**src/hw/rtl/igo_pkg.sv**
```systemverilog
`timescale 1ns / 1ps
`default_nettype none
// ----------------------------------------------------------------------------
// igo_pkg
// Shared widths and the command and status bundles between the controller
// and the datapath of the interleave grid overlay.
// ----------------------------------------------------------------------------
package igo_pkg;

    localparam int PIX_W      = 32;
    localparam int SIZE_W     = 13;
    localparam int CFG_IDX_W  = 3;
    localparam int CFG_DATA_W = 32;

    typedef struct packed {
        logic latch_frame;   // frame-start beat accepted: capture its fields
        logic pixel_live;    // ordinary beat accepted: process the input pixel
        logic pixel_emit;    // process the captured frame-start pixel
        logic ease_mul;      // first half of an ease: products
        logic ease_add;      // second half of an ease: sum, shift, clamp
        logic ease_sel_h;    // 0 width, 1 height
        logic beat_load;     // jump both sizes to the beat values
        logic band_load;     // take band sizes and line width for the frame
        logic div_start;
        logic div_step;
        logic div_sel_h;     // 0 width by band width, 1 height by band height
        logic store_fso;
        logic store_rpc;
    } igo_cmd_t;

    typedef struct packed {
        logic held;
        logic beat_jump;
        logic div_done;
    } igo_status_t;

endpackage
`default_nettype wire

```
**src/hw/rtl/igo_datapath.sv**
```systemverilog
`timescale 1ns / 1ps
`default_nettype none
// ----------------------------------------------------------------------------
// igo_datapath
// Configuration registers, band easing, remainder divider, row and column
// fill counters, blend and output register.
// ----------------------------------------------------------------------------
module igo_datapath #(
    parameter int MAX_LINE_WIDTH = 4096,
    parameter int MAX_LINES      = 4096,
    parameter int MAX_BAND       = 64
) (
    input  wire                              clk,
    input  wire                              rst_n,
    input  wire igo_pkg::igo_cmd_t           cmd,
    output igo_pkg::igo_status_t             status,
    input  wire                              cfg_we,
    input  wire [igo_pkg::CFG_IDX_W-1:0]     cfg_index,
    input  wire [igo_pkg::CFG_DATA_W-1:0]    cfg_data,
    input  wire [igo_pkg::PIX_W-1:0]         pixel_in,
    input  wire                              beat,
    input  wire                              hold_frame,
    input  wire [igo_pkg::SIZE_W-1:0]        frame_width,
    input  wire [igo_pkg::SIZE_W-1:0]        frame_height,
    output logic [igo_pkg::PIX_W-1:0]        pixel_out,
    output logic                             frame_start_out
);

    localparam int BW   = $clog2(MAX_BAND + 1);
    localparam int EW   = BW + 16;
    localparam int CW   = $clog2(MAX_LINE_WIDTH);
    localparam int LWW  = $clog2(MAX_LINE_WIDTH + 1);
    localparam int LHW  = $clog2(MAX_LINES + 1);
    localparam int CMPW = (LWW > igo_pkg::SIZE_W) ? LWW : igo_pkg::SIZE_W;
    localparam int CMPH = (LHW > igo_pkg::SIZE_W) ? LHW : igo_pkg::SIZE_W;
    localparam int DVW  = (LWW > LHW) ? LWW : LHW;
    localparam int DCW  = $clog2(DVW + 1);
    localparam int PW   = EW + 10;
    localparam int ACW  = ((PW > 30) ? PW : 30) + 2;
    localparam logic [EW-1:0] EMAX = EW'(MAX_BAND * 65536);
    localparam logic [EW-1:0] EONE = EW'(65536);

    localparam logic [igo_pkg::CFG_IDX_W-1:0] REG_BAND_WIDTH_TARGET  = 3'd0;
    localparam logic [igo_pkg::CFG_IDX_W-1:0] REG_BAND_HEIGHT_TARGET = 3'd1;
    localparam logic [igo_pkg::CFG_IDX_W-1:0] REG_BEAT_BAND_WIDTH    = 3'd2;
    localparam logic [igo_pkg::CFG_IDX_W-1:0] REG_BEAT_BAND_HEIGHT   = 3'd3;
    localparam logic [igo_pkg::CFG_IDX_W-1:0] REG_BEAT_ENABLE        = 3'd4;
    localparam logic [igo_pkg::CFG_IDX_W-1:0] REG_EASE_DURATION      = 3'd5;
    localparam logic [igo_pkg::CFG_IDX_W-1:0] REG_FILL_COLOR         = 3'd6;
    localparam logic [igo_pkg::CFG_IDX_W-1:0] REG_BLEND_MODE         = 3'd7;

    localparam logic [1:0] BLEND_ADD  = 2'd1;
    localparam logic [1:0] BLEND_MEAN = 2'd2;

    // configuration
    logic [6:0]                bwt_reg, bht_reg, bbw_reg, bbh_reg, dur_reg;
    logic                      beat_en_reg;
    logic [igo_pkg::PIX_W-1:0] fill_reg;
    logic [1:0]                mode_reg;

    // frame capture
    logic [igo_pkg::PIX_W-1:0] pix_cap_reg;
    logic                      beat_cap_reg;
    logic [LWW-1:0]            w_cap_reg;
    logic [LHW-1:0]            h_cap_reg;

    // easing
    logic [EW-1:0]             ew_reg, eh_reg;
    logic [PW-1:0]             prod_reg;
    logic signed [16:0]        tt_reg;

    // divider
    logic [BW-1:0]             div_rem_reg, div_dvs_reg;
    logic [DVW-1:0]            div_dvd_reg;
    logic [DCW-1:0]            div_cnt_reg;

    // banding state
    logic [BW-1:0]             bw_reg, bh_reg, rpc_reg, sl_reg, fso_reg;
    logic                      rows_reg, cf_reg, held_reg;
    logic [CW-1:0]             cp_reg;
    logic [LWW-1:0]            lw_reg;

    logic [igo_pkg::PIX_W-1:0] pixel_out_reg;
    logic                      fs_out_reg;

    function automatic logic [igo_pkg::PIX_W-1:0] blend(
        input logic [igo_pkg::PIX_W-1:0] p,
        input logic [igo_pkg::PIX_W-1:0] c,
        input logic [1:0]                mode
    );
        logic [igo_pkg::PIX_W-1:0] r;
        logic [8:0]                t;
        r = '0;
        case (mode)
            BLEND_ADD:
            begin
                for (int s = 0; s < 3; s++)
                begin
                    t = {1'b0, p[8*s +: 8]} + {1'b0, c[8*s +: 8]};
                    r[8*s +: 8] = t[8] ? 8'hFF : t[7:0];
                end
            end
            BLEND_MEAN:
                r = ((p >> 1) & 32'h7F7F7F7F) + ((c >> 1) & 32'h7F7F7F7F);
            default:
                r = c;
        endcase
        return r;
    endfunction

    // ---------------- input clamps ----------------
    logic [LWW-1:0] w_clamp;
    logic [LHW-1:0] h_clamp;

    always_comb
    begin
        if (frame_width == '0)
            w_clamp = LWW'(1);
        else if (CMPW'(frame_width) > CMPW'(MAX_LINE_WIDTH))
            w_clamp = LWW'(MAX_LINE_WIDTH);
        else
            w_clamp = LWW'(frame_width);
        if (frame_height == '0)
            h_clamp = LHW'(1);
        else if (CMPH'(frame_height) > CMPH'(MAX_LINES))
            h_clamp = LHW'(MAX_LINES);
        else
            h_clamp = LHW'(frame_height);
    end

    // ---------------- easing ----------------
    logic [EW-1:0]          ease_cur;
    logic [6:0]             ease_tgt;
    logic [9:0]             keep_k;
    logic signed [8:0]      dd;
    logic [PW-1:0]          prod_next;
    logic signed [16:0]     tt_next;
    logic signed [ACW-1:0]  acc;
    logic [EW-1:0]          eased_next;
    logic [BW-1:0]          bbw_c, bbh_c;

    assign ease_cur  = cmd.ease_sel_h ? eh_reg : ew_reg;
    assign ease_tgt  = cmd.ease_sel_h ? bht_reg : bwt_reg;
    assign keep_k    = 10'(dur_reg) + 10'd448;
    assign dd        = 9'sd64 - $signed({2'b00, dur_reg});
    assign prod_next = PW'(ease_cur) * PW'(keep_k);
    assign tt_next   = $signed({1'b0, ease_tgt}) * dd;
    assign acc       = $signed(ACW'(prod_reg)) + ($signed(ACW'(tt_reg)) <<< 16);

    always_comb
    begin
        if (acc[ACW-1])
            eased_next = '0;
        else if (acc[ACW-1:9] > (ACW-9)'(MAX_BAND * 65536))
            eased_next = EMAX;
        else
            eased_next = acc[9 +: EW];
    end

    assign bbw_c = (32'(bbw_reg) > MAX_BAND) ? BW'(MAX_BAND) : BW'(bbw_reg);
    assign bbh_c = (32'(bbh_reg) > MAX_BAND) ? BW'(MAX_BAND) : BW'(bbh_reg);

    // ---------------- remainder divider ----------------
    logic [BW:0] rem_sh;
    logic [BW:0] rem_sub;

    assign rem_sh  = {div_rem_reg, div_dvd_reg[DVW-1]};
    assign rem_sub = rem_sh - {1'b0, div_dvs_reg};

    // ---------------- per-pixel banding ----------------
    logic                      pix_go;
    logic [igo_pkg::PIX_W-1:0] pix_src;
    logic [BW:0]               rpc_inc;
    logic [BW-1:0]             rpc_next, sl_line, sl_dec, sl_next;
    logic                      rows_line, cf_line, cf_next, fill;
    logic [LWW-1:0]            cp_inc;
    logic [CW-1:0]             cp_next;

    assign pix_go  = cmd.pixel_live | cmd.pixel_emit;
    assign pix_src = cmd.pixel_emit ? pix_cap_reg : pixel_in;
    assign rpc_inc = (BW+1)'(rpc_reg) + (BW+1)'(1);

    always_comb
    begin
        rpc_next  = rpc_reg;
        rows_line = rows_reg;
        cf_line   = cf_reg;
        sl_line   = sl_reg;
        if (cp_reg == '0)
        begin
            if (bh_reg != '0)
            begin
                if (rpc_inc >= {1'b0, bh_reg})
                begin
                    rows_line = ~rows_reg;
                    rpc_next  = '0;
                end
                else
                begin
                    rpc_next = rpc_inc[BW-1:0];
                end
            end
            cf_line = 1'b1;
            sl_line = bw_reg - fso_reg;
        end
        fill    = rows_line | ((bw_reg != '0) & cf_line);
        sl_dec  = (sl_line != '0) ? sl_line - BW'(1) : sl_line;
        cf_next = cf_line;
        sl_next = sl_line;
        if (bw_reg != '0)
        begin
            if (sl_dec == '0)
            begin
                cf_next = ~cf_line;
                sl_next = bw_reg;
            end
            else
            begin
                sl_next = sl_dec;
            end
        end
        cp_inc  = LWW'(cp_reg) + LWW'(1);
        cp_next = (cp_inc >= lw_reg) ? '0 : cp_inc[CW-1:0];
    end

    // ---------------- registers ----------------
    always_ff @(posedge clk or negedge rst_n)
    begin
        if (!rst_n)
        begin
            bwt_reg     <= 7'd1;
            bht_reg     <= 7'd1;
            bbw_reg     <= 7'd1;
            bbh_reg     <= 7'd1;
            beat_en_reg <= 1'b0;
            dur_reg     <= 7'd4;
            fill_reg    <= '0;
            mode_reg    <= '0;
        end
        else if (cfg_we)
        begin
            unique case (cfg_index)
                REG_BAND_WIDTH_TARGET:  bwt_reg     <= cfg_data[6:0];
                REG_BAND_HEIGHT_TARGET: bht_reg     <= cfg_data[6:0];
                REG_BEAT_BAND_WIDTH:    bbw_reg     <= cfg_data[6:0];
                REG_BEAT_BAND_HEIGHT:   bbh_reg     <= cfg_data[6:0];
                REG_BEAT_ENABLE:        beat_en_reg <= cfg_data[0];
                REG_EASE_DURATION:      dur_reg     <= cfg_data[6:0];
                REG_FILL_COLOR:         fill_reg    <= cfg_data;
                REG_BLEND_MODE:         mode_reg    <= cfg_data[1:0];
                default:                ;
            endcase
        end
    end

    // payload captures and arithmetic pipes
    always_ff @(posedge clk)
    begin
        if (cmd.latch_frame)
        begin
            pix_cap_reg  <= pixel_in;
            beat_cap_reg <= beat;
            w_cap_reg    <= w_clamp;
            h_cap_reg    <= h_clamp;
        end
        if (cmd.ease_mul)
        begin
            prod_reg <= prod_next;
            tt_reg   <= tt_next;
        end
        if (cmd.div_start)
        begin
            div_rem_reg <= '0;
            div_dvd_reg <= cmd.div_sel_h ? DVW'(h_cap_reg) : DVW'(w_cap_reg);
            div_dvs_reg <= cmd.div_sel_h ? eh_reg[16 +: BW] : ew_reg[16 +: BW];
        end
        else if (cmd.div_step)
        begin
            div_rem_reg <= rem_sh >= {1'b0, div_dvs_reg} ? rem_sub[BW-1:0]
                                                         : rem_sh[BW-1:0];
            div_dvd_reg <= div_dvd_reg << 1;
        end
        if (pix_go)
        begin
            pixel_out_reg <= (!held_reg && fill) ? blend(pix_src, fill_reg, mode_reg)
                                                 : pix_src;
            fs_out_reg    <= cmd.pixel_emit;
        end
    end

    always_ff @(posedge clk or negedge rst_n)
    begin
        if (!rst_n)
        begin
            div_cnt_reg <= '0;
            ew_reg      <= EONE;
            eh_reg      <= EONE;
            bw_reg      <= '0;
            bh_reg      <= '0;
            rpc_reg     <= '0;
            rows_reg    <= 1'b0;
            sl_reg      <= '0;
            cf_reg      <= 1'b1;
            cp_reg      <= '0;
            fso_reg     <= '0;
            held_reg    <= 1'b0;
            lw_reg      <= LWW'(MAX_LINE_WIDTH);
        end
        else
        begin
            if (cmd.div_start)
                div_cnt_reg <= DCW'(DVW);
            else if (cmd.div_step)
                div_cnt_reg <= div_cnt_reg - DCW'(1);

            if (cmd.latch_frame)
            begin
                held_reg <= hold_frame;
                cp_reg   <= '0;
            end

            if (cmd.ease_add)
            begin
                if (cmd.ease_sel_h)
                    eh_reg <= eased_next;
                else
                    ew_reg <= eased_next;
            end
            else if (cmd.beat_load)
            begin
                ew_reg <= {bbw_c, 16'h0000};
                eh_reg <= {bbh_c, 16'h0000};
            end

            if (cmd.band_load)
            begin
                bw_reg <= ew_reg[16 +: BW];
                bh_reg <= eh_reg[16 +: BW];
                lw_reg <= w_cap_reg;
            end

            if (cmd.store_fso)
                fso_reg <= (bw_reg != '0) ? (div_rem_reg >> 1) : '0;

            if (cmd.store_rpc)
            begin
                rpc_reg  <= (bh_reg != '0) ? (div_rem_reg >> 1) : '0;
                rows_reg <= (bh_reg != '0);
            end

            if (pix_go)
            begin
                rpc_reg  <= rpc_next;
                rows_reg <= rows_line;
                cf_reg   <= cf_next;
                sl_reg   <= sl_next;
                cp_reg   <= cp_next;
            end
        end
    end

    assign status.held      = held_reg;
    assign status.beat_jump = beat_cap_reg & beat_en_reg;
    assign status.div_done  = (div_cnt_reg == '0);

    assign pixel_out       = pixel_out_reg;
    assign frame_start_out = fs_out_reg;

endmodule
`default_nettype wire

```
**src/hw/rtl/igo_ctrl.sv**
```systemverilog
`timescale 1ns / 1ps
`default_nettype none
// ----------------------------------------------------------------------------
// igo_ctrl
// Sequencer for frame setup (easing, remainders) and the input and output
// handshakes.
// ----------------------------------------------------------------------------
module igo_ctrl (
    input  wire                          clk,
    input  wire                          rst_n,
    input  wire                          in_valid,
    output logic                         in_stall,
    input  wire                          frame_start,
    output logic                         out_valid,
    input  wire                          out_stall,
    output igo_pkg::igo_cmd_t            cmd,
    input  wire igo_pkg::igo_status_t    status
);

    localparam logic [3:0] ST_IDLE        = 4'd0;
    localparam logic [3:0] ST_SETUP       = 4'd1;
    localparam logic [3:0] ST_ADD_W       = 4'd2;
    localparam logic [3:0] ST_MUL_H       = 4'd3;
    localparam logic [3:0] ST_ADD_H       = 4'd4;
    localparam logic [3:0] ST_DIV_W_START = 4'd5;
    localparam logic [3:0] ST_DIV_W       = 4'd6;
    localparam logic [3:0] ST_DIV_H_START = 4'd7;
    localparam logic [3:0] ST_DIV_H       = 4'd8;
    localparam logic [3:0] ST_EMIT        = 4'd9;

    logic [3:0] state_reg, state_next;
    logic       out_valid_reg, out_valid_next;
    logic       out_busy;
    logic       in_acc;

    assign out_busy = out_valid_reg & out_stall;
    assign in_stall = (state_reg != ST_IDLE) | out_busy;
    assign in_acc   = in_valid & ~in_stall;

    always_comb
    begin
        cmd        = '0;
        state_next = state_reg;
        unique case (state_reg)
            ST_IDLE:
            begin
                if (in_acc)
                begin
                    if (frame_start)
                    begin
                        cmd.latch_frame = 1'b1;
                        state_next      = ST_SETUP;
                    end
                    else
                    begin
                        cmd.pixel_live = 1'b1;
                    end
                end
            end
            ST_SETUP:
            begin
                if (status.held)
                    state_next = ST_EMIT;
                else if (status.beat_jump)
                begin
                    cmd.beat_load = 1'b1;
                    state_next    = ST_DIV_W_START;
                end
                else
                begin
                    cmd.ease_mul = 1'b1;
                    state_next   = ST_ADD_W;
                end
            end
            ST_ADD_W:
            begin
                cmd.ease_add = 1'b1;
                state_next   = ST_MUL_H;
            end
            ST_MUL_H:
            begin
                cmd.ease_mul   = 1'b1;
                cmd.ease_sel_h = 1'b1;
                state_next     = ST_ADD_H;
            end
            ST_ADD_H:
            begin
                cmd.ease_add   = 1'b1;
                cmd.ease_sel_h = 1'b1;
                state_next     = ST_DIV_W_START;
            end
            ST_DIV_W_START:
            begin
                cmd.band_load = 1'b1;
                cmd.div_start = 1'b1;
                state_next    = ST_DIV_W;
            end
            ST_DIV_W:
            begin
                if (status.div_done)
                begin
                    cmd.store_fso = 1'b1;
                    state_next    = ST_DIV_H_START;
                end
                else
                begin
                    cmd.div_step = 1'b1;
                end
            end
            ST_DIV_H_START:
            begin
                cmd.div_start = 1'b1;
                cmd.div_sel_h = 1'b1;
                state_next    = ST_DIV_H;
            end
            ST_DIV_H:
            begin
                cmd.div_sel_h = 1'b1;
                if (status.div_done)
                begin
                    cmd.store_rpc = 1'b1;
                    state_next    = ST_EMIT;
                end
                else
                begin
                    cmd.div_step = 1'b1;
                end
            end
            ST_EMIT:
            begin
                // hold the frame-start pixel until the output register frees up
                if (!out_busy)
                begin
                    cmd.pixel_emit = 1'b1;
                    state_next     = ST_IDLE;
                end
            end
            default:
                state_next = ST_IDLE;
        endcase
    end

    always_comb
    begin
        if (cmd.pixel_live | cmd.pixel_emit)
            out_valid_next = 1'b1;
        else if (out_valid_reg & ~out_stall)
            out_valid_next = 1'b0;
        else
            out_valid_next = out_valid_reg;
    end

    always_ff @(posedge clk or negedge rst_n)
    begin
        if (!rst_n)
        begin
            state_reg     <= ST_IDLE;
            out_valid_reg <= 1'b0;
        end
        else
        begin
            state_reg     <= state_next;
            out_valid_reg <= out_valid_next;
        end
    end

    assign out_valid = out_valid_reg;

    a_single_load: assert property (@(posedge clk) disable iff (!rst_n)
        !(cmd.pixel_live && cmd.pixel_emit))
        else $error("live and captured pixel loaded together");

    a_frame_enters_setup: assert property (@(posedge clk) disable iff (!rst_n)
        (in_acc && frame_start) |=> (state_reg == ST_SETUP))
        else $error("frame-start beat did not start setup");

    a_emit_free: assert property (@(posedge clk) disable iff (!rst_n)
        cmd.pixel_emit |-> !(out_valid_reg && out_stall))
        else $error("result overwritten while stalled");

    a_result_kept: assert property (@(posedge clk) disable iff (!rst_n)
        (out_valid_reg && out_stall) |=> out_valid_reg)
        else $error("stalled result dropped");

endmodule
`default_nettype wire

```
**src/hw/rtl/interleave_grid_overlay.sv**
```systemverilog
`timescale 1ns / 1ps
`default_nettype none
// ----------------------------------------------------------------------------
// interleave_grid_overlay
// Blends a fill colour into alternating row bands and column segments of a
// raster pixel stream, with per-frame easing of the band sizes.
// ----------------------------------------------------------------------------
// An ordinary pixel is loaded into the output register in the cycle after
//   its beat; one pixel per cycle is sustained within a line while the output
//   is not stalled. A frame-start pixel runs setup first: held, it goes to emit;
//   else a beat jump loads the beat sizes or both sizes are eased, then the
//   bit-serial remainder unit divides width and height (DVW-bit, 13 at defaults).
// Reset: asynchronous, active low; config and band state return to defaults.
// ----------------------------------------------------------------------------
module interleave_grid_overlay #(
    parameter int MAX_LINE_WIDTH = 4096,
    parameter int MAX_LINES      = 4096,
    parameter int MAX_BAND       = 64
) (
    input  wire                            clk,
    input  wire                            rst_n,
    input  wire                            cfg_valid,
    output logic                           cfg_ready,
    input  wire [igo_pkg::CFG_IDX_W-1:0]   cfg_index,
    input  wire [igo_pkg::CFG_DATA_W-1:0]  cfg_data,
    input  wire                            in_valid,
    output logic                           in_stall,
    input  wire [igo_pkg::PIX_W-1:0]       pixel_in,
    input  wire                            frame_start,
    input  wire                            beat,
    input  wire                            hold_frame,
    input  wire [igo_pkg::SIZE_W-1:0]      frame_width,
    input  wire [igo_pkg::SIZE_W-1:0]      frame_height,
    output logic                           out_valid,
    input  wire                            out_stall,
    output logic [igo_pkg::PIX_W-1:0]      pixel_out,
    output logic                           frame_start_out
);

    igo_pkg::igo_cmd_t    cmd;
    igo_pkg::igo_status_t status;

    assign cfg_ready = 1'b1;

    igo_ctrl u_ctrl (
        .clk         (clk),
        .rst_n       (rst_n),
        .in_valid    (in_valid),
        .in_stall    (in_stall),
        .frame_start (frame_start),
        .out_valid   (out_valid),
        .out_stall   (out_stall),
        .cmd         (cmd),
        .status      (status)
    );

    igo_datapath #(
        .MAX_LINE_WIDTH (MAX_LINE_WIDTH),
        .MAX_LINES      (MAX_LINES),
        .MAX_BAND       (MAX_BAND)
    ) u_datapath (
        .clk             (clk),
        .rst_n           (rst_n),
        .cmd             (cmd),
        .status          (status),
        .cfg_we          (cfg_valid & cfg_ready),
        .cfg_index       (cfg_index),
        .cfg_data        (cfg_data),
        .pixel_in        (pixel_in),
        .beat            (beat),
        .hold_frame      (hold_frame),
        .frame_width     (frame_width),
        .frame_height    (frame_height),
        .pixel_out       (pixel_out),
        .frame_start_out (frame_start_out)
    );

endmodule
`default_nettype wire
```
**config.mk**
```make
export PLATFORM = sky130hd
export DESIGN_NAME = interleave_grid_overlay
export DESIGN_NICKNAME = d
export VERILOG_FILES = /design/src/hw/rtl/igo_pkg.sv /design/src/hw/rtl/igo_datapath.sv /design/src/hw/rtl/igo_ctrl.sv /design/src/hw/rtl/interleave_grid_overlay.sv
export SDC_FILE = /design/constraint.sdc
export NUM_CORES = 1
export LEC_CHECK = 0
export BUFFER_PORTS_ARGS = -buffer_cell sky130_fd_sc_hd__buf_2
export CORE_AREA = 2 2 210 212
export DETAILED_ROUTE_END_ITERATION = 7
export DIE_AREA = 0 0 212 214
export HOLD_SLACK_MARGIN = 0.02
export PLACE_DENSITY_LB_ADDON = 0.08
export SYNTH_ARGS = -nofsm -noshare
export SYNTH_HDL_FRONTEND = slang
export SYNTH_SLANG_ARGS = --single-unit
```
**constraint.sdc**
```tcl
create_clock -name clk -period 19.93 [get_ports clk]
set_input_delay 3.986 -clock clk [delete_from_list [all_inputs] [get_ports clk]]
set_output_delay 3.986 -clock clk [all_outputs]
set_load 0.01 [all_outputs]
```
==> run metrics, run 1 <==
post-cts resize count 0; initial antenna violation count 0; startpoint types input pin; # fillers 3215; Tmin final 8.49 ns; slack of the worst reg-to-reg path 12.08 ns; synth cell count leaders nand2_1 (341), inv_1 (267), ha_1 (212), fa_1 (184), dfrtp_1 (178); Worst Tran Pin Value 1.24 ns; Sink Count 346; first-pass GRT wire length 108 mm; CP Capture Type output pin; Top Ports 137; max_slew headroom 17.3%; leading cell type by number of instances after synthesis nand2_1; Unique masters post-synth 89; flops & latches, synth 346; Die Area 45400 sq um; area share of the largest cell type after synthesis 16.4%; Worst EP arrival 4.51 ns; register area share after synthesis 33.8%; Post-route DRC 0; unrepaired setup endpoints after global routing no; Non-Filler Instances 3505; Min-Delay Path Depth 2; vias in the first global route 21500; die width 212 um; crit path max fanout 6; starting density of the core 64.9%; cts bufs inserted 37; GRT Util Overall 29.4%; Yosys warnings 0; largest net degree at the start of global routing 111; Worst-Skew Late Latency 0.53 ns; CTS H-tree lvls 2; setup violators final 0; Post-synth EDFFs 152; nets 3387; metal3 WL 2.81 mm; r2r worst-path depth 25; I/O Buffers 135; worst hold slack 0.475 ns; TritonCTS clock tree built; leading area contributor after synthesis edfxtp_1; DRT iter0 DRCs 1564; Final Max Slew Viols 0; Max Buffers Root-to-Sink 3; Avg Cell Area, Syn 9.91 sq um; RePlAce Congestion 0.915; WP data required 15.94 ns; ys async rst share 54.0%; vias per inst 5.96; Max Used Layer met4; proportion of layout cells with a drive suffix above 1 13.9%; CP Class input pin to output pin; Post-CTS Setup Inserts 0; clock root buffer clkbuf_16; status complete, no violations; Core ar. 42900 sq um; top post-synthesis cells by area edfxtp_1 (16%), dfrtp_1 (16%), fa_1 (13%), ha_1 (9.5%), mux2_2 (4.9%); number of max-cap violations 0; Syn-to-layout area delta 8.57%; Cell Area, Synth 27800 sq um; WL met1 28.5 mm; Register Area 9400 sq um; syn_nets 3307; metal2 WL 31.7 mm; Syn Inst Count 2810; Post-Place Cells 3436; multi-input logic area 17000 sq um; final WL 64.8 mm; Die Height 214 um; Reg clk slew, reported paths 0.06 ns; period utilisation layout 42.6%; worst slack, placed 11.44 ns; HPWL Detailed 48.0 mm; Main synth FF type dfrtp_1; Cell Rows 76; DR vias 20900; CTS Hold Bufs 0; wire per inst 18.5 um; first-pass detailed-route iteration total 6; GR Overflow Total 0; antenna viol nets, final 0; Final Hold Fails 0; Highest Clock Rate 118 MHz; final setup TNS 0 ns; hold crit path type flip-flop to flip-flop; worst clock skew 0.0210 ns; final worst slack 11.44 ns
## cell families after synthesis
group	count (synthesis)	synth area share [%]
AOI/OAI and AO/OA	537	13.1
xor gates and xnor gates	109	3.43
adders and majority gates	396	22.8
buffers and inverters	389	5.45
DFF	346	33.8
muxes	170	6.70
other	1	0.0135
and+or+nand+nor	862	14.8
## cell type report
class                           count  area share (%)
Multi-Input combinational cell   2075            56.1
Sequential cell                   346            31.1
Clock inverter                     13           0.315
Timing Repair Buffer              161            2.91
Inverter                          269            3.34
Tap cell                          585            2.42
Antenna cell                        1         0.00828
Clock buffer                       55            3.80
## placed cells by master, fill, tap and decap left out, drive strengths merged, types with 46 or more instances in the layout
cell,synthesis,final
a21o,62,62
a21oi,130,130
and2,54,54
buf,19,160
clkbuf,101,56
dfrtp,178,178
edfxtp,152,152
fa,184,184
ha,212,212
inv,267,270
mux2,130,130
nand2,341,341
nand2b,46,46
nand3,58,58
nor2,154,154
nor2b,73,73
o21ai,140,140
xnor2,76,76
## metal layers
layer / GRT usage (%) / vias to the layer above
li1: - / 9841
met1: 39.6 / 10400
met2: 49.8 / 519
met3: 3.15 / 111
met4: 9.51 / 0
met5: 0 / -
## final timing paths
kind | startpoint | end
max in group asynchronous | rst_n | u_datapath.ew_reg[0]
min reg2reg | u_datapath.eh_reg[14] | u_datapath.eh_reg[14]
max | out_stall | in_stall
min in group asynchronous | rst_n | u_datapath.fill_reg[22]
min | u_datapath.eh_reg[14] | u_datapath.eh_reg[14]
max reg2reg | u_ctrl.state_reg[0] | u_datapath.prod_reg[32]
## per-stage QoR
stage	area [sq um]	util, %
floorplan	27800	-
global placement	29000	67.6
detailed placement	29000	67.6
CTS	30200	70.5
global route	30200	70.5
finish	30200	70.5
## worst max-delay path, cell delays in order
cell and delay, ns:
buf_2 0.10, nand2_1 0.18, nand2_1 0.07, buf_2 0.16
Power of run 1 is not shown: default switching activity piles up to over one toggle a cycle in this logic, so the estimate is an artifact.
==> inputs of run 2 (changes only) <==
- CORE_AREA: 2 2 210 212 -> 2 2 214 216
- DIE_AREA: 0 0 212 214 -> 0 0 216 218
- clock period: 19.93 -> 8.6 ns (I/O delays scaled with it)
==> run 2 against run 1 <==
  * First-iteration DRC count up 6.3%
  * Clock-buffer cell count is 1 higher
  * Global-route usage decreased by 0.14 points
  * Register-to-register slack worse by 11 ns
  * Via count down 0.13%
  * Sequential share of layout area shrank 0.13 points
==> run metrics, run 2 (same netlist as run 1, synthesis figures left out) <==
status complete, no violations; Syn-to-layout area delta 9.02%; # fillers 3570; final WL 67.3 mm; DR vias 20900; TritonCTS clock tree built; unrepaired setup endpoints after global routing no; Final Hold Fails 0; Highest Clock Rate 131 MHz; vias per inst 5.91; startpoint types flip-flop; r2r startpoint u_ctrl.state_reg[2]; period utilisation layout 88.6%; HPWL Detailed 50.5 mm; setup violators final 0; WP data required 8.89 ns; Die Area 47100 sq um; crit path launch u_ctrl.state_reg[2]; Tmin final 7.62 ns; Cell Rows 78; hold crit path type flip-flop to flip-flop; CP Capture Type flip-flop; proportion of layout cells with a drive suffix above 1 14.1%; first-pass GRT wire length 110 mm; initial antenna violation count 1; Worst-Skew Late Latency 0.55 ns; I/O Buffers 135; die width 216 um; final setup TNS 0 ns; Core ar. 44900 sq um; Post-CTS Setup Inserts 0; Max Buffers Root-to-Sink 3; Post-route DRC 0; clock root buffer clkbuf_16; GRT Util Overall 29.2%; max_slew headroom 22.0%; Final Max Slew Viols 0; CP Class flip-flop to flip-flop; most frequent cells in the layout nand2_1 (341), inv_1 (266), ha_1 (212); first-pass detailed-route iteration total 6; Worst EP arrival 7.91 ns; nets 3393; crit path max fanout 18; Top Ports 137; Reg clk slew, reported paths 0.06 ns; hold_sp u_datapath.eh_reg[15]; number of max-cap violations 0; starting density of the core 62.0%; antenna viol nets, final 0; worst clock skew 0.0234 ns; Worst Tran Pin Value 1.17 ns; Die Height 218 um; CTS H-tree lvls 2; largest net degree at the start of global routing 73; most common cell after layout, fill and taps aside nand2_1; vias in the first global route 21200; cts bufs inserted 39; wire per inst 19.1 um; CTS Hold Bufs 0; GR Overflow Total 0; DRT iter0 DRCs 1663; post-cts resize count 0; Sink Count 346; RePlAce Congestion 0.883
-- run 2: changes by cell type in the layout (fill, tap and decap cells not counted), sizes merged --
cell and change:
buf +4, bufinv +3, clkbuf +1, clkinv -1, clkinvlp +1
-- run 2: metrics by stage --
step	hold WS [ns]	utilization [%]	setup slack (ns)	instances	instance area, sq um
4_1_cts	0.490	67.6	1.05	3527	30300
2_1_floorplan	0.443	-	1.65	2810	27800
6_report	0.493	67.6	0.979	3528	30300
5_1_grt	0.511	67.6	0.506	3528	30300
3_3_place_gp	0.466	64.6	1.12	3455	29000
3_5_place_dp	0.477	64.6	1.06	3455	29000
-- run 2: worst paths after layout --
kind                                      endpoint  slack [ns]  cells past startpoint
max                        u_datapath.prod_reg[32]        0.98                     24
min                          u_datapath.eh_reg[15]        0.49                      2
max reg2reg                u_datapath.prod_reg[32]        0.98                     24
min reg2reg                  u_datapath.eh_reg[15]        0.49                      2
max in group asynchronous    u_datapath.dur_reg[6]        5.96                      2
min in group asynchronous  u_datapath.fill_reg[21]        1.16                      1
-- run 2: worst max-delay path, stage by stage, from the launching register on --
cell       delay [ns]
dfrtp_1          0.70
nor2b_1          0.25
mux2i_1          0.13
nor2_4           0.49
mux2i_1          0.44
nor2_1           0.10
inv_1            0.13
fa_1             0.42
fa_1             0.51
inv_1            0.06
fa_1             0.50
fa_1             0.54
inv_1            0.05
fa_1             0.52
inv_1            0.04
ha_1             0.31
and2_1           0.18
o2111ai_1        0.10
a2111oi_0        0.67
a2111o_1         0.37
nand3_2          0.15
o31ai_4          0.30
nand2b_1         0.16
a31oi_1          0.10
xnor2_1          0.13
-- run 2: layer usage --
layer	GRT usage, %	up-vias	wire [um]
li1	-	9853	-
met1	40.1	10400	29500
met2	50.1	565	33100
met3	2.93	91	3150
met4	7.58	0	1530
met5	0	-	0
-- run 2: final cells by class --
| type | count | area, sq um | area share (%) |
|---|---|---|---|
| diodes | 1 | 2.50 | 0.00825 |
| clock buffers | 56 | 1120 | 3.70 |
| clock inverters | 16 | 200 | 0.660 |
| inverters | 269 | 1010 | 3.33 |
| multi-input cells | 2075 | 17000 | 55.9 |
| flip-flops and latches | 346 | 9400 | 31.0 |
| well taps | 600 | 751 | 2.47 |
| repair buffers | 165 | 910 | 3.00 |
Power of run 2 is left out for the same reason.
==> inputs of run 3 (changes only) <==
- CORE_AREA: 2 2 214 216 -> 2 2 239 241
- DIE_AREA: 0 0 216 218 -> 0 0 241 243
==> run 3 against run 2 <==
  * Die area rose by 24%
  * Non-clock buffer count up 7
  * Worst hold slack got worse by 0.013 ns
==> run metrics, run 3 (same netlist as run 1, synthesis figures left out) <==
status complete, no violations; most frequent cells in the layout nand2_1 (341), inv_1 (266), ha_1 (212); CP Capture Type flip-flop; proportion of layout cells with a drive suffix above 1 14.4%; Post-DP Area 29300 sq um; Max Buffers Root-to-Sink 3; GRT Util Overall 24.7%; worst slack, placed 1.06 ns; RePlAce Congestion 0.883; GR Overflow Total 0; Core ar. 56000 sq um; Tmin final 7.56 ns; # fillers 5127; crit path max fanout 18; worst clock skew 0.0438 ns; hold crit path type flip-flop to flip-flop; r2r startpoint u_ctrl.state_reg[2]; largest net degree at the start of global routing 75; Worst-Skew Late Latency 0.58 ns; post-cts resize count 0; clock root buffer clkbuf_16; starting density of the core 49.7%; final WL 70.4 mm; Final Max Slew Viols 0; unrepaired setup endpoints after global routing no; startpoint types flip-flop; die width 241 um; final worst slack 1.04 ns; Cell Rows 87; Die Area 58600 sq um; nets 3402; Worst EP arrival 7.87 ns; max_slew headroom 24.9%; initial antenna violation count 3; CTS Hold Bufs 0; Syn-to-layout area delta 10.1%; vias per inst 5.58; Min-Delay Path Depth 2; Worst Tran Pin Value 1.12 ns; Top Ports 137; final setup TNS 0 ns; most common cell after layout, fill and taps aside nand2_1; Final Hold Fails 0; DRT iter0 DRCs 1034; Post-CTS Setup Inserts 0; Sink Count 346; post-route cell area 30600 sq um; WP data required 8.91 ns; CP Class flip-flop to flip-flop; setup violators final 0; Die Height 243 um; I/O Buffers 135; TritonCTS clock tree built; worst reg2reg endpoint u_datapath.prod_reg[30]; DR vias 20600; number of max-cap violations 0; Highest Clock Rate 132 MHz; r2r worst-path depth 22; CTS H-tree lvls 2; period utilisation layout 88.0%; cts bufs inserted 41; hold_sp u_datapath.eh_reg[13]; wire per inst 19.0 um; Hold Path Sink u_datapath.eh_reg[13]; first-pass GRT wire length 115 mm; HPWL Detailed 53.1 mm; first-pass detailed-route iteration total 7; slack of the worst reg-to-reg path 1.04 ns; Reg clk slew, reported paths 0.06 ns; Post-route DRC 0; Layout Utilization 54.8%; vias in the first global route 21500; antenna viol nets, final 0
==> run 3: cell count changes in the layout (fill, tap and decap cells not counted), moves of 2 or more <==
| cell | before | now |
|---|---|---|
| inv_4 | 0 | 2 |
| clkinv_2 | 7 | 4 |
| buf_4 | 30 | 37 |
| diode_2 | 1 | 5 |
| clkinv_4 | 0 | 2 |
==> run 3: cell type report <==
class                      instances  area, sq um  share of cell area (%)
clock inverter                    19          231                   0.755
multi-input combinational       2075        17000                    55.3
antenna                            5         12.5                  0.0408
sequential                       346         9400                    30.7
clock buffer                      56         1130                    3.70
tap                              756          946                    3.09
timing repair buffer             172          962                    3.14
inverter                         269         1010                    3.29
==> run 3: routing by layer <==
layer	global-route usage, %	vias to the layer above	share of wire, %
met5	0	-	0
met4	6.35	0	2.2
met3	2.77	85	3.6
met2	42.3	361	49
met1	33.2	10300	45
li1	-	9872	-
==> run 3: critical path: stages (launching register included) <==
cell,delay [ns]
dfrtp_1,0.72
nor2b_1,0.25
mux2i_1,0.13
nor2_4,0.43
buf_4,0.26
mux2_2,0.43
and2_1,0.20
fa_1,0.53
fa_1,0.45
fa_1,0.53
fa_1,0.55
inv_1,0.05
fa_1,0.54
inv_1,0.04
ha_1,0.36
a21oi_1,0.17
a21boi_0,0.10
a211o_1,0.31
a2111o_1,0.47
nand3_2,0.15
o31ai_4,0.10
a311o_1,0.38
xor2_1,0.14
==> run 3: worst max-delay path by stage <==
stage | to | startpoint | slack (ns) | cells past startpoint
global placement | u_datapath.prod_reg[32] | u_ctrl.state_reg[2] | 1.15 | 22
finish | u_datapath.prod_reg[30] | u_ctrl.state_reg[2] | 1.04 | 22
detailed placement | u_datapath.prod_reg[30] | u_ctrl.state_reg[2] | 1.06 | 22
global route | u_datapath.prod_reg[23] | u_ctrl.state_reg[2] | 0.62 | 23
CTS | u_datapath.prod_reg[30] | u_ctrl.state_reg[2] | 1.03 | 22
floorplan | u_datapath.prod_reg[30] | u_ctrl.state_reg[0] | 1.65 | 24
==> run 3: stage by stage <==
stage                     hold WS, ns  std cells
after floorplan                 0.443       2810
after global placement          0.464       3618
after detailed placement        0.470       3618
after CTS                       0.485       3693
after global routing            0.513       3696
final                           0.480       3698
Power of run 3 is left out for the same reason.
